==> src/hdl/sssg_pkg.sv <==
// ----------------------------------------------------------------------------
// sssg_pkg: shared types and constants for the sensor sample generator
// Generator constants, sentinels and the shared multiplier's operation codes.
// ----------------------------------------------------------------------------
package sssg_pkg;

  // LCG noise generator
  localparam logic [31:0] LCG_MUL    = 32'd1664525;
  localparam logic [31:0] LCG_INC    = 32'd1013904223;
  localparam logic [31:0] NOISE_SEED = 32'hDEADBEEF;

  // floor(n / 100) = (n * DIV100_MAGIC) >> DIV100_SHIFT for any 32-bit n
  localparam logic [31:0] DIV100_MAGIC = 32'h51EB851F;
  localparam int          DIV100_SHIFT = 37;
  localparam int          QUOT_W       = 26;

  // Triangle wave
  localparam logic [6:0]  PHASE_PERIOD = 7'd63;
  localparam logic [10:0] TEMP_STEP    = 11'(600 / 31);
  localparam logic [10:0] TEMP_LOW     = 11'd200;
  localparam logic [10:0] TEMP_HIGH    = 11'd800;

  // Accelerometer scaling
  localparam logic [16:0] NOISE_FULL = 17'd65535;
  localparam logic [9:0]  Z_CENTER   = 10'd980;
  localparam logic [9:0]  LAT_OFFSET = 10'd100;

  // Failure sentinels
  localparam logic [10:0] SENT_TEMP  = 11'd1550;
  localparam logic [9:0]  SENT_ACCEL = 10'd420;

  // Operations of the shared multiplier
  typedef enum logic {
    MUL_DIV100,
    MUL_LCG
  } mul_op_t;

endpackage

==> src/hdl/sssg_mult.sv <==
// ----------------------------------------------------------------------------
// sssg_mult: shared 32x32 multiplier
// Either the time-by-reciprocal product or the LCG state-by-multiplier product.
// ----------------------------------------------------------------------------
module sssg_mult (
  input  sssg_pkg::mul_op_t op,
  input  logic [31:0]       time_val,
  input  logic [31:0]       noise_val,
  output logic [63:0]       product
);

  logic [31:0] opa;
  logic [31:0] opb;

  always_comb begin
    case (op)
      sssg_pkg::MUL_DIV100: begin
        opa = time_val;
        opb = sssg_pkg::DIV100_MAGIC;
      end
      sssg_pkg::MUL_LCG: begin
        opa = noise_val;
        opb = sssg_pkg::LCG_MUL;
      end
      default: begin
        opa = noise_val;
        opb = sssg_pkg::LCG_MUL;
      end
    endcase
  end

  assign product = {32'd0, opa} * {32'd0, opb};

endmodule

==> src/hdl/sssg_scale.sv <==
// ----------------------------------------------------------------------------
// sssg_scale: noise draw to accelerometer units
// Lateral axes: floor(v*200/65535) - 100. Vertical axis: 960 + floor(v*40/65535).
// ----------------------------------------------------------------------------
module sssg_scale (
  input  logic [15:0]        noise_v,
  output logic signed [9:0]  lateral,
  output logic [9:0]         vertical
);

  // floor(x / 65535) for x below 2^24: x>>16 plus one correction step
  function automatic logic [7:0] div_full(input logic [23:0] x);
    logic [7:0]  q0;
    logic [16:0] r;
    begin
      q0 = x[23:16];
      r  = {1'b0, x[15:0]} + {9'd0, q0};
      if (r >= sssg_pkg::NOISE_FULL) begin
        div_full = q0 + 8'd1;
      end else begin
        div_full = q0;
      end
    end
  endfunction

  logic [23:0] v200;
  logic [23:0] v40;
  logic [7:0]  lat_q;
  logic [7:0]  vert_q;

  // constant products as shift-adds
  assign v200 = {1'b0, noise_v, 7'd0} + {2'd0, noise_v, 6'd0} + {5'd0, noise_v, 3'd0};
  assign v40  = {3'd0, noise_v, 5'd0} + {5'd0, noise_v, 3'd0};

  assign lat_q  = div_full(v200);
  assign vert_q = div_full(v40);

  assign lateral  = signed'({2'd0, lat_q} - sssg_pkg::LAT_OFFSET);
  assign vertical = sssg_pkg::Z_CENTER - 10'd20 + {2'd0, vert_q};

endmodule

==> src/hdl/sssg_temp.sv <==
// ----------------------------------------------------------------------------
// sssg_temp: triangle-wave temperature
// Phase = quotient mod 63 by 6-bit digit folding (64 = 1 mod 63).
// ----------------------------------------------------------------------------
module sssg_temp (
  input  logic [sssg_pkg::QUOT_W-1:0] quot,
  output logic [10:0]                 temp
);

  logic [8:0]  dsum;
  logic [6:0]  fold;
  logic [5:0]  phase;
  logic [10:0] ramp;

  assign dsum = {3'd0, quot[5:0]} + {3'd0, quot[11:6]} + {3'd0, quot[17:12]}
              + {3'd0, quot[23:18]} + {7'd0, quot[25:24]};
  assign fold = {4'd0, dsum[8:6]} + {1'b0, dsum[5:0]};

  always_comb begin
    if (fold >= sssg_pkg::PHASE_PERIOD) begin
      phase = 6'(fold - sssg_pkg::PHASE_PERIOD);
    end else begin
      phase = fold[5:0];
    end
  end

  // phase[4:0] is the offset into either half of the wave
  assign ramp = sssg_pkg::TEMP_STEP * {6'd0, phase[4:0]};

  always_comb begin
    if (!phase[5]) begin
      temp = sssg_pkg::TEMP_LOW + ramp;
    end else begin
      temp = sssg_pkg::TEMP_HIGH - ramp;
    end
  end

endmodule

==> src/hdl/synthetic_sensor_sample_generator_unit.sv <==
// ----------------------------------------------------------------------------
// synthetic_sensor_sample_generator_unit: simulated sensor record generator
// Flow: an input beat leads through the DIV, X, Y and Z passes to FIN (fault
//   mode goes straight to FIN), where the record is loaded and out_valid rises.
//   in_ready is low until the sequencer is back in idle, which covers the four
//   passes of the shared multiplier; a stalled output register holds it in FIN.
// Reset: synchronous; noise state back to 0xDEADBEEF, fault_mode cleared.
// ----------------------------------------------------------------------------
module synthetic_sensor_sample_generator_unit (
  input  logic               clk,
  input  logic               rst,
  // configuration: fault_mode
  input  logic               cfg_we,
  input  logic               cfg_wdata,
  // sample tick
  input  logic               in_valid,
  output logic               in_ready,
  input  logic [31:0]        time_ms,
  // sensor record
  output logic               out_valid,
  input  logic               out_ready,
  output logic [31:0]        rec_time_ms,
  output logic [10:0]        temperature_x10,
  output logic signed [9:0]  accel_x_cg,
  output logic signed [9:0]  accel_y_cg,
  output logic [9:0]         accel_z_cg
);

  // Sequencer passes:
  //   DIV  : multiplier forms time * 1/100, quotient kept
  //   X    : first LCG step
  //   Y    : second LCG step, first draw scaled to x
  //   Z    : third LCG step, second draw scaled to y
  //   FIN  : third draw scaled to z, temperature formed, record loaded
  //          into the output register once that register is free
  typedef enum logic [2:0] {
    ST_IDLE,
    ST_DIV,
    ST_X,
    ST_Y,
    ST_Z,
    ST_FIN
  } state_t;

  state_t state;

  logic                        fault_mode;
  logic                        fault_item;  // fault_mode as seen at the beat
  logic [31:0]                 time_reg;
  logic [31:0]                 noise;
  logic [sssg_pkg::QUOT_W-1:0] quot;
  logic signed [9:0]           ax;
  logic signed [9:0]           ay;

  sssg_pkg::mul_op_t mul_op;
  logic [63:0]       product;
  logic [31:0]       noise_next;
  logic signed [9:0] lateral;
  logic [9:0]        vertical;
  logic [10:0]       temp;
  logic              out_free;
  logic              load_rec;

  assign in_ready = (state == ST_IDLE);
  assign out_free = !out_valid || out_ready;
  assign load_rec = (state == ST_FIN) && out_free;

  assign mul_op = (state == ST_DIV) ? sssg_pkg::MUL_DIV100 : sssg_pkg::MUL_LCG;

  sssg_mult u_mult (
    .op        (mul_op),
    .time_val  (time_reg),
    .noise_val (noise),
    .product   (product)
  );

  assign noise_next = product[31:0] + sssg_pkg::LCG_INC;

  // the scaler always looks at the most recent draw held in noise
  sssg_scale u_scale (
    .noise_v  (noise[15:0]),
    .lateral  (lateral),
    .vertical (vertical)
  );

  sssg_temp u_temp (
    .quot (quot),
    .temp (temp)
  );

  always_ff @(posedge clk) begin
    if (rst) begin
      state      <= ST_IDLE;
      fault_mode <= 1'b0;
      noise      <= sssg_pkg::NOISE_SEED;
      out_valid  <= 1'b0;
    end else begin
      if (cfg_we) begin
        fault_mode <= cfg_wdata;
      end

      // output beat taken unless a new record replaces it this cycle
      if (load_rec) begin
        out_valid <= 1'b1;
      end else if (out_valid && out_ready) begin
        out_valid <= 1'b0;
      end

      case (state)
        ST_IDLE: begin
          if (in_valid) begin
            time_reg   <= time_ms;
            fault_item <= fault_mode;
            // fault mode skips the generator entirely
            state      <= fault_mode ? ST_FIN : ST_DIV;
          end
        end
        ST_DIV: begin
          quot  <= product[sssg_pkg::DIV100_SHIFT+sssg_pkg::QUOT_W-1:sssg_pkg::DIV100_SHIFT];
          state <= ST_X;
        end
        ST_X: begin
          noise <= noise_next;
          state <= ST_Y;
        end
        ST_Y: begin
          noise <= noise_next;
          ax    <= lateral;
          state <= ST_Z;
        end
        ST_Z: begin
          noise <= noise_next;
          ay    <= lateral;
          state <= ST_FIN;
        end
        ST_FIN: begin
          if (out_free) begin
            rec_time_ms <= time_reg;
            if (fault_item) begin
              temperature_x10 <= sssg_pkg::SENT_TEMP;
              accel_x_cg      <= signed'(sssg_pkg::SENT_ACCEL);
              accel_y_cg      <= signed'(sssg_pkg::SENT_ACCEL);
              accel_z_cg      <= sssg_pkg::SENT_ACCEL;
            end else begin
              temperature_x10 <= temp;
              accel_x_cg      <= ax;
              accel_y_cg      <= ay;
              accel_z_cg      <= vertical;
            end
            state <= ST_IDLE;
          end
        end
        default: begin
          state <= ST_IDLE;
        end
      endcase
    end
  end

endmodule

==> config.mk <==
export PLATFORM = sky130hd
export DESIGN_NAME = synthetic_sensor_sample_generator_unit
export DESIGN_NICKNAME = d
export VERILOG_FILES = /design/src/hdl/sssg_pkg.sv /design/src/hdl/sssg_mult.sv /design/src/hdl/sssg_scale.sv /design/src/hdl/sssg_temp.sv /design/src/hdl/synthetic_sensor_sample_generator_unit.sv
export SDC_FILE = /design/constraint.sdc
export NUM_CORES = 2
export LEC_CHECK = 0
export BUFFER_PORTS_ARGS = -buffer_cell sky130_fd_sc_hd__buf_2
export CORE_MARGIN = 2
export CORE_UTILIZATION = 60
export CTS_BUF_LIST = sky130_fd_sc_hd__clkbuf_4 sky130_fd_sc_hd__clkbuf_8
export DETAILED_ROUTE_END_ITERATION = 8
export GPL_ROUTABILITY_DRIVEN = 0
export PLACE_DENSITY = 0.81
export SYNTH_ARGS = -nofsm -noshare
export SYNTH_HDL_FRONTEND = slang
export SYNTH_SLANG_ARGS = --single-unit
export TNS_END_PERCENT = 50
==> constraint.sdc <==
create_clock -name clk -period 8.3 [get_ports clk]
set_input_delay 0.415 -clock clk [delete_from_list [all_inputs] [get_ports clk]]
set_output_delay 0.415 -clock clk [all_outputs]
set_load 0.02 [all_outputs]
Word level (Yosys, flattened, before mapping)
Cells that the tools add are included.
{"block": "word_totals", "register_bits": 189, "inputBits": 38, "output_inout_bits": 75, "word_cells": 71}
{"block": "op_classes", "add_sub_neg": 18, "mul": 2, "magnitude_cmp": 3, "eq_ne": 7, "mux": 13, "bitwise": 1, "n_reduce_logical": 13}
{"op": "$pmux 32 s2", "count": 2}
{"op": "$mul 32x32->63", "count": 1}
{"op": "$add 16x8->17", "count": 2}
{"op": "$ge 17x16->1 const B", "count": 2}
{"op": "$add 32x30->32 const B", "count": 1}
{"op": "$add 23x22->24", "count": 1}
{"op": "$add 24x19->24", "count": 1}
{"op": "$add 21x19->22", "count": 1}
{"op": "$add 9x6->9", "count": 2}
{"op": "$pmux 3 s6", "count": 1}
{"op": "$add 8x1->8 const B", "count": 2}
{"op": "$mux 8", "count": 2}
{"op": "$add 8x10->11 const A", "count": 1}
{"op": "$mux 11", "count": 1}
{"op": "$sub 10x10->11 const A", "count": 1}
{"op": "$add 7x9->10 const A", "count": 1}
{"op": "$mul 5x5->10 const A", "count": 1}
{"op": "$add 9x2->9", "count": 1}
{"op": "$mux 3", "count": 3}
{"op": "$sub 8x7->9 const B", "count": 1}
{"op": "$reduce_and 2->1", "count": 4}
{"op": "$add 3x6->7", "count": 1}
{"op": "$add 6x6->7", "count": 1}
{"op": "$ge 7x6->1 const B", "count": 1}
{"op": "other kinds (15)", "count": 22}

Depth between registers and ports, before layout
{"block": "depth", "ltp_word": 10, "mapped_depth": 37, "ltp_nobuf": 37}

By module
Synthesis repeated with hierarchy kept, for this count alone.
{"block": "hier_totals", "hier_cells": 3485, "area_unflattened_um2": 34371.7}
{"mod": "sssg_mult", "instances": 1, "cells_each": 2411, "area_per_inst_um2": 22605.4, "seq_area_each_um2": 0.0}
{"mod": "synthetic_sensor_sample_generator_unit", "instances": 1, "cells_each": 489, "area_per_inst_um2": 7094.3, "seq_area_each_um2": 5305.1}
{"mod": "sssg_scale", "instances": 1, "cells_each": 370, "area_per_inst_um2": 2971.6, "seq_area_each_um2": 0.0}
{"mod": "sssg_temp", "instances": 1, "cells_each": 215, "area_per_inst_um2": 1700.4, "seq_area_each_um2": 0.0}

Worst setup path after synthesis
No wires, ideal clock.
{"block": "synth_timing", "path_type": "register to register", "from": "reg state[0]", "to": "reg quot[17] (netlist bit) (data pin)", "setup_time_ns": 0.266, "arrival_ns": 8.303, "path_slack_ns": -0.269, "path_stages_with_launch": 34, "n_path_buf": 3, "period_less_slack_ns": 8.569, "cell_sequence": "dfxtp_1 buf_6 inv_2 nor3_2 clkbuf_1 nand2_1 inv_1 nor2_1 inv_1 fa_1 fa_1 fa_1 inv_1 fa_1 inv_1 fa_1 inv_1 fa_1 fa_1 inv_1 fa_1 ha_1 clkbuf_1 a21oi_1 o21ai_0 a21oi_1 o21ai_0 a31oi_1 nand2_1 a41o_1 a41oi_2 o41ai_4 a2111oi_0 nand4b_1"}
{"block": "synth_via", "elab_chain_len": 4, "elab_cells_between_ends": 5, "classes_between": "1 x mul; 1 x eq/ne; 3 x mux"}
{"item": "from (decl)", "line_no": "synthetic_sensor_sample_generator_unit.sv:45", "text": "state_t state;"}
{"item": "from (signal assigned)", "line_no": "synthetic_sensor_sample_generator_unit.sv:115", "text": "state <= fault_mode ? ST_FIN : ST_DIV;"}
{"item": "$eq 3x1->1 (*)", "line_no": "synthetic_sensor_sample_generator_unit.sv:68", "text": "assign mul_op = (state == ST_DIV) ? sssg_pkg::MUL_DIV100 : sssg_pkg::MUL_LCG;"}
{"item": "$mux 1", "line_no": "synthetic_sensor_sample_generator_unit.sv:68"}
{"item": "$pmux 32 s2", "line_no": "sssg_mult.sv:16", "text": "case (op)"}
{"item": "$mul 32x32->63 (*)", "line_no": "sssg_mult.sv:32", "text": "assign product = {32'd0, opa} * {32'd0, opb};"}
{"item": "net product[54]", "line_no": "synthetic_sensor_sample_generator_unit.sv:56", "text": "logic [63:0] product;"}
{"item": "to (signal assigned)", "line_no": "synthetic_sensor_sample_generator_unit.sv:119", "text": "quot <= product[sssg_pkg::DIV100_SHIFT+sssg_pkg::QUOT_W-1:sssg_pkg::DIV100_SHIFT];"}
{"item": "to (decl)", "line_no": "synthetic_sensor_sample_generator_unit.sv:51", "text": "logic [sssg_pkg::QUOT_W-1:0] quot;"}
Mark *: on every way through the listed nets, which the timed path passes. The rest lies on a longest branch. The select of a mux whose other input is x is not followed.
A chain may end at the register's enable or synchronous reset.

Final worst setup path
{"block": "layout_timing", "from": "reg state[0]", "to": "reg quot[16] (netlist bit) (data pin)"}
The elaborated chain is that of the path after synthesis.

==> results.yml <==
status:
  run_status: "finished with violations"
  violations: "design-rule violations, negative setup slack"
clocking:
  clk_path_buf_depth: 2
  cts_tree: "done"
  ctsRootBufferMaster: "clkbuf_8"
  clock_latency_ps: 630
  clk_pin_slew_ps: 130
  cts.sink_count: 185
  cts-buffers-inserted: 17
  htree_num_levels: 4
critical_path:
  cp_data_required_time_ps: 8650
  slowest_delay_ps: 970
  critPathMostFrequentCell: "fa_1"
  path_max_fanout: 6
  path_class: "flop to flop"
  end_kind: "flop"
  start_kind: "flop"
  crit_slowest_cell: "fa_1"
  crit_arrival_ps: 9030
floorplanning:
  coreArea_um2: 53800
  start_util: 0.606
  rows: 85
  die_w_um: 237
  die_h_um: 237
  io_pins: 113
  die_area_um2: 56200
sta:
  finalSetupViolCount: 22
  final.period_utilization: 1.05
  drv_slew: 0
  rsz0062_at_grt: "yes"
  tightest_slew_ps: 1190
  relSlewSlack: 0.187
  max_freq_mhz: 115
  min_period_ps: 8680
  skew_ps: 45.8
  holdWs_ps: 100
  hold_viol_final: 0
  setup_slack_ps: -380
detailed_routing:
  drtIter0Drc: 2585
  drc: 4
  wire_per_inst_um: 23.4
  via_count: 25500
  firstDrtPassIters: 9
  ant_nets: 0
  routed_wl_mm: 99.2
  via_per_inst: 6.01
placed_design:
  hpwl_mm: 74.5
  pre_cts_slack_ps: -226
  io_buffers: 112
final_layout:
  drive_gt1_frac: 0.198
  final_common_cell: "inv_1"
  syn2layout_area_growth_pct: 16.5
  num-nets-final: 4635
  final_cell_mix: "inv_1, fa_1, ha_1"
  final.fill_count: 3562
synthesis:
  synthTopCellsByArea: "fa_1, ha_1, edfxtp_1"
  async_flop_share: 0
  yosysSeqAreaShare: 0.159
  postSynthCellCount: 3139
  synth_area_leader_cell: "fa_1"
  yosys.cell_types.count: 96
  ys_seq_elements: 185
  synth_area_um2: 32600
  synth_top_area_frac: 0.353
  synth_flop_cell: "edfxtp_1"
  synth_edf_count: 148
  ys.warnings.count: 0
  avgSynthCellArea_um2: 10.4
grt:
  grt_max_degree: 61
  grt_pass1_wl_mm: 139
  grt_use_total: 0.328
  gr-total-overflow: 0
  antenna_found_initial: 3
  first_global_vias: 25500
hold_path:
  hp-class: "input pin to flop"
flow_run:
  drv_cap: 0
critical path: cells and delay by family (launching register included):
kind / cells / cell delay [ps]
XOR/XNOR: 1 / 150
buffers and inverters: 10 / 1020
adder cells (fa/ha/maj): 9 / 4810
flip-flops: 1 / 360
AO/OA/AOI/OAI: 9 / 1680
AND/OR/NAND/NOR: 3 / 400
cell usage after synthesis, types with 37 or more instances:
cell / count
inv_1: 728
fa_1: 575
ha_1: 487
nand2_1: 174
edfxtp_1: 148
nor2_1: 142
a21oi_1: 112
xnor2_1: 83
a21o_1: 61
o21ai_0: 56
xor2_1: 51
clkbuf_1: 44
dfxtp_1: 37
metal layers:
| layer | track usage | up-vias | routed length (um) |
|---|---|---|---|
| li1 | - | 11000 | - |
| met1 | 0.405 | 12500 | 33900 |
| met2 | 0.525 | 1532 | 45400 |
| met3 | 0.0752 | 542 | 11000 |
| met4 | 0.205 | 4 | 8860 |
| met5 | 0 | - | 69 |
kinds of logic (layout without fill, tap and decap cells):
family / count (synthesis) / after routing / share of synthesized area
other: 2 / 5 / 0.000230
adder cells (fa/ha/maj): 1063 / 1063 / 0.540
AND/OR/NAND/NOR: 542 / 542 / 0.0796
flip-flops: 185 / 185 / 0.159
AO/OA/AOI/OAI: 419 / 419 / 0.0903
buffers and inverters: 782 / 1190 / 0.0908
multiplexers: 12 / 12 / 0.00384
XOR/XNOR: 134 / 134 / 0.0360
through the flow:
stage	utilization	setup TNS [ps]	instances	cell area, um^2
2_1_floorplan	-	-9.09	3140	32600
3_3_place_gp	0.661	0	4118	35600
3_5_place_dp	0.661	-1580	4118	35600
4_1_cts	0.678	0	4186	36500
5_1_grt	0.705	-7260	4245	38000
6_report	0.706	-3400	4246	38000
path summary, 6_finish.rpt:
path / start / to / slack [ps] / cells after the start
setup / recovery: state[0] / quot[16] / -380 / 32
hold / removal: cfg_wdata / fault_mode / 100 / 3
setup reg to reg: state[0] / quot[16] / -380 / 32
hold reg to reg: time_reg[2] / rec_time_ms[2] / 490 / 0
area by class of cell:
cell class | count | area (um^2) | share of cell area
Inverter | 730 | 2770 | 0.0729
Multi-Input combinational cell | 2173 | 25400 | 0.669
Timing Repair Buffer | 428 | 3280 | 0.0863
Tap cell | 696 | 871 | 0.0229
Sequential cell | 185 | 5190 | 0.137
Antenna cell | 2 | 5.00 | 0.000132
Clock inverter | 15 | 230 | 0.00606
Clock buffer | 17 | 234 | 0.00616
what timing repair did:
| action | in CTS | in global routing |
|---|---|---|
| hold buffers | 32 | 0 |
| pin swaps | 5 | 120 |
| setup buffers | 3 | 57 |
| endpoints found under the setup margin | 18 | 38 |
| gates cloned | 1 | 3 |
| endpoints found under the hold margin | 32 | 0 |
| gates resized for setup | 32 | 266 |
Power is not shown: default switching activity piles up to over one toggle a cycle in this logic, so the estimate is an artifact.
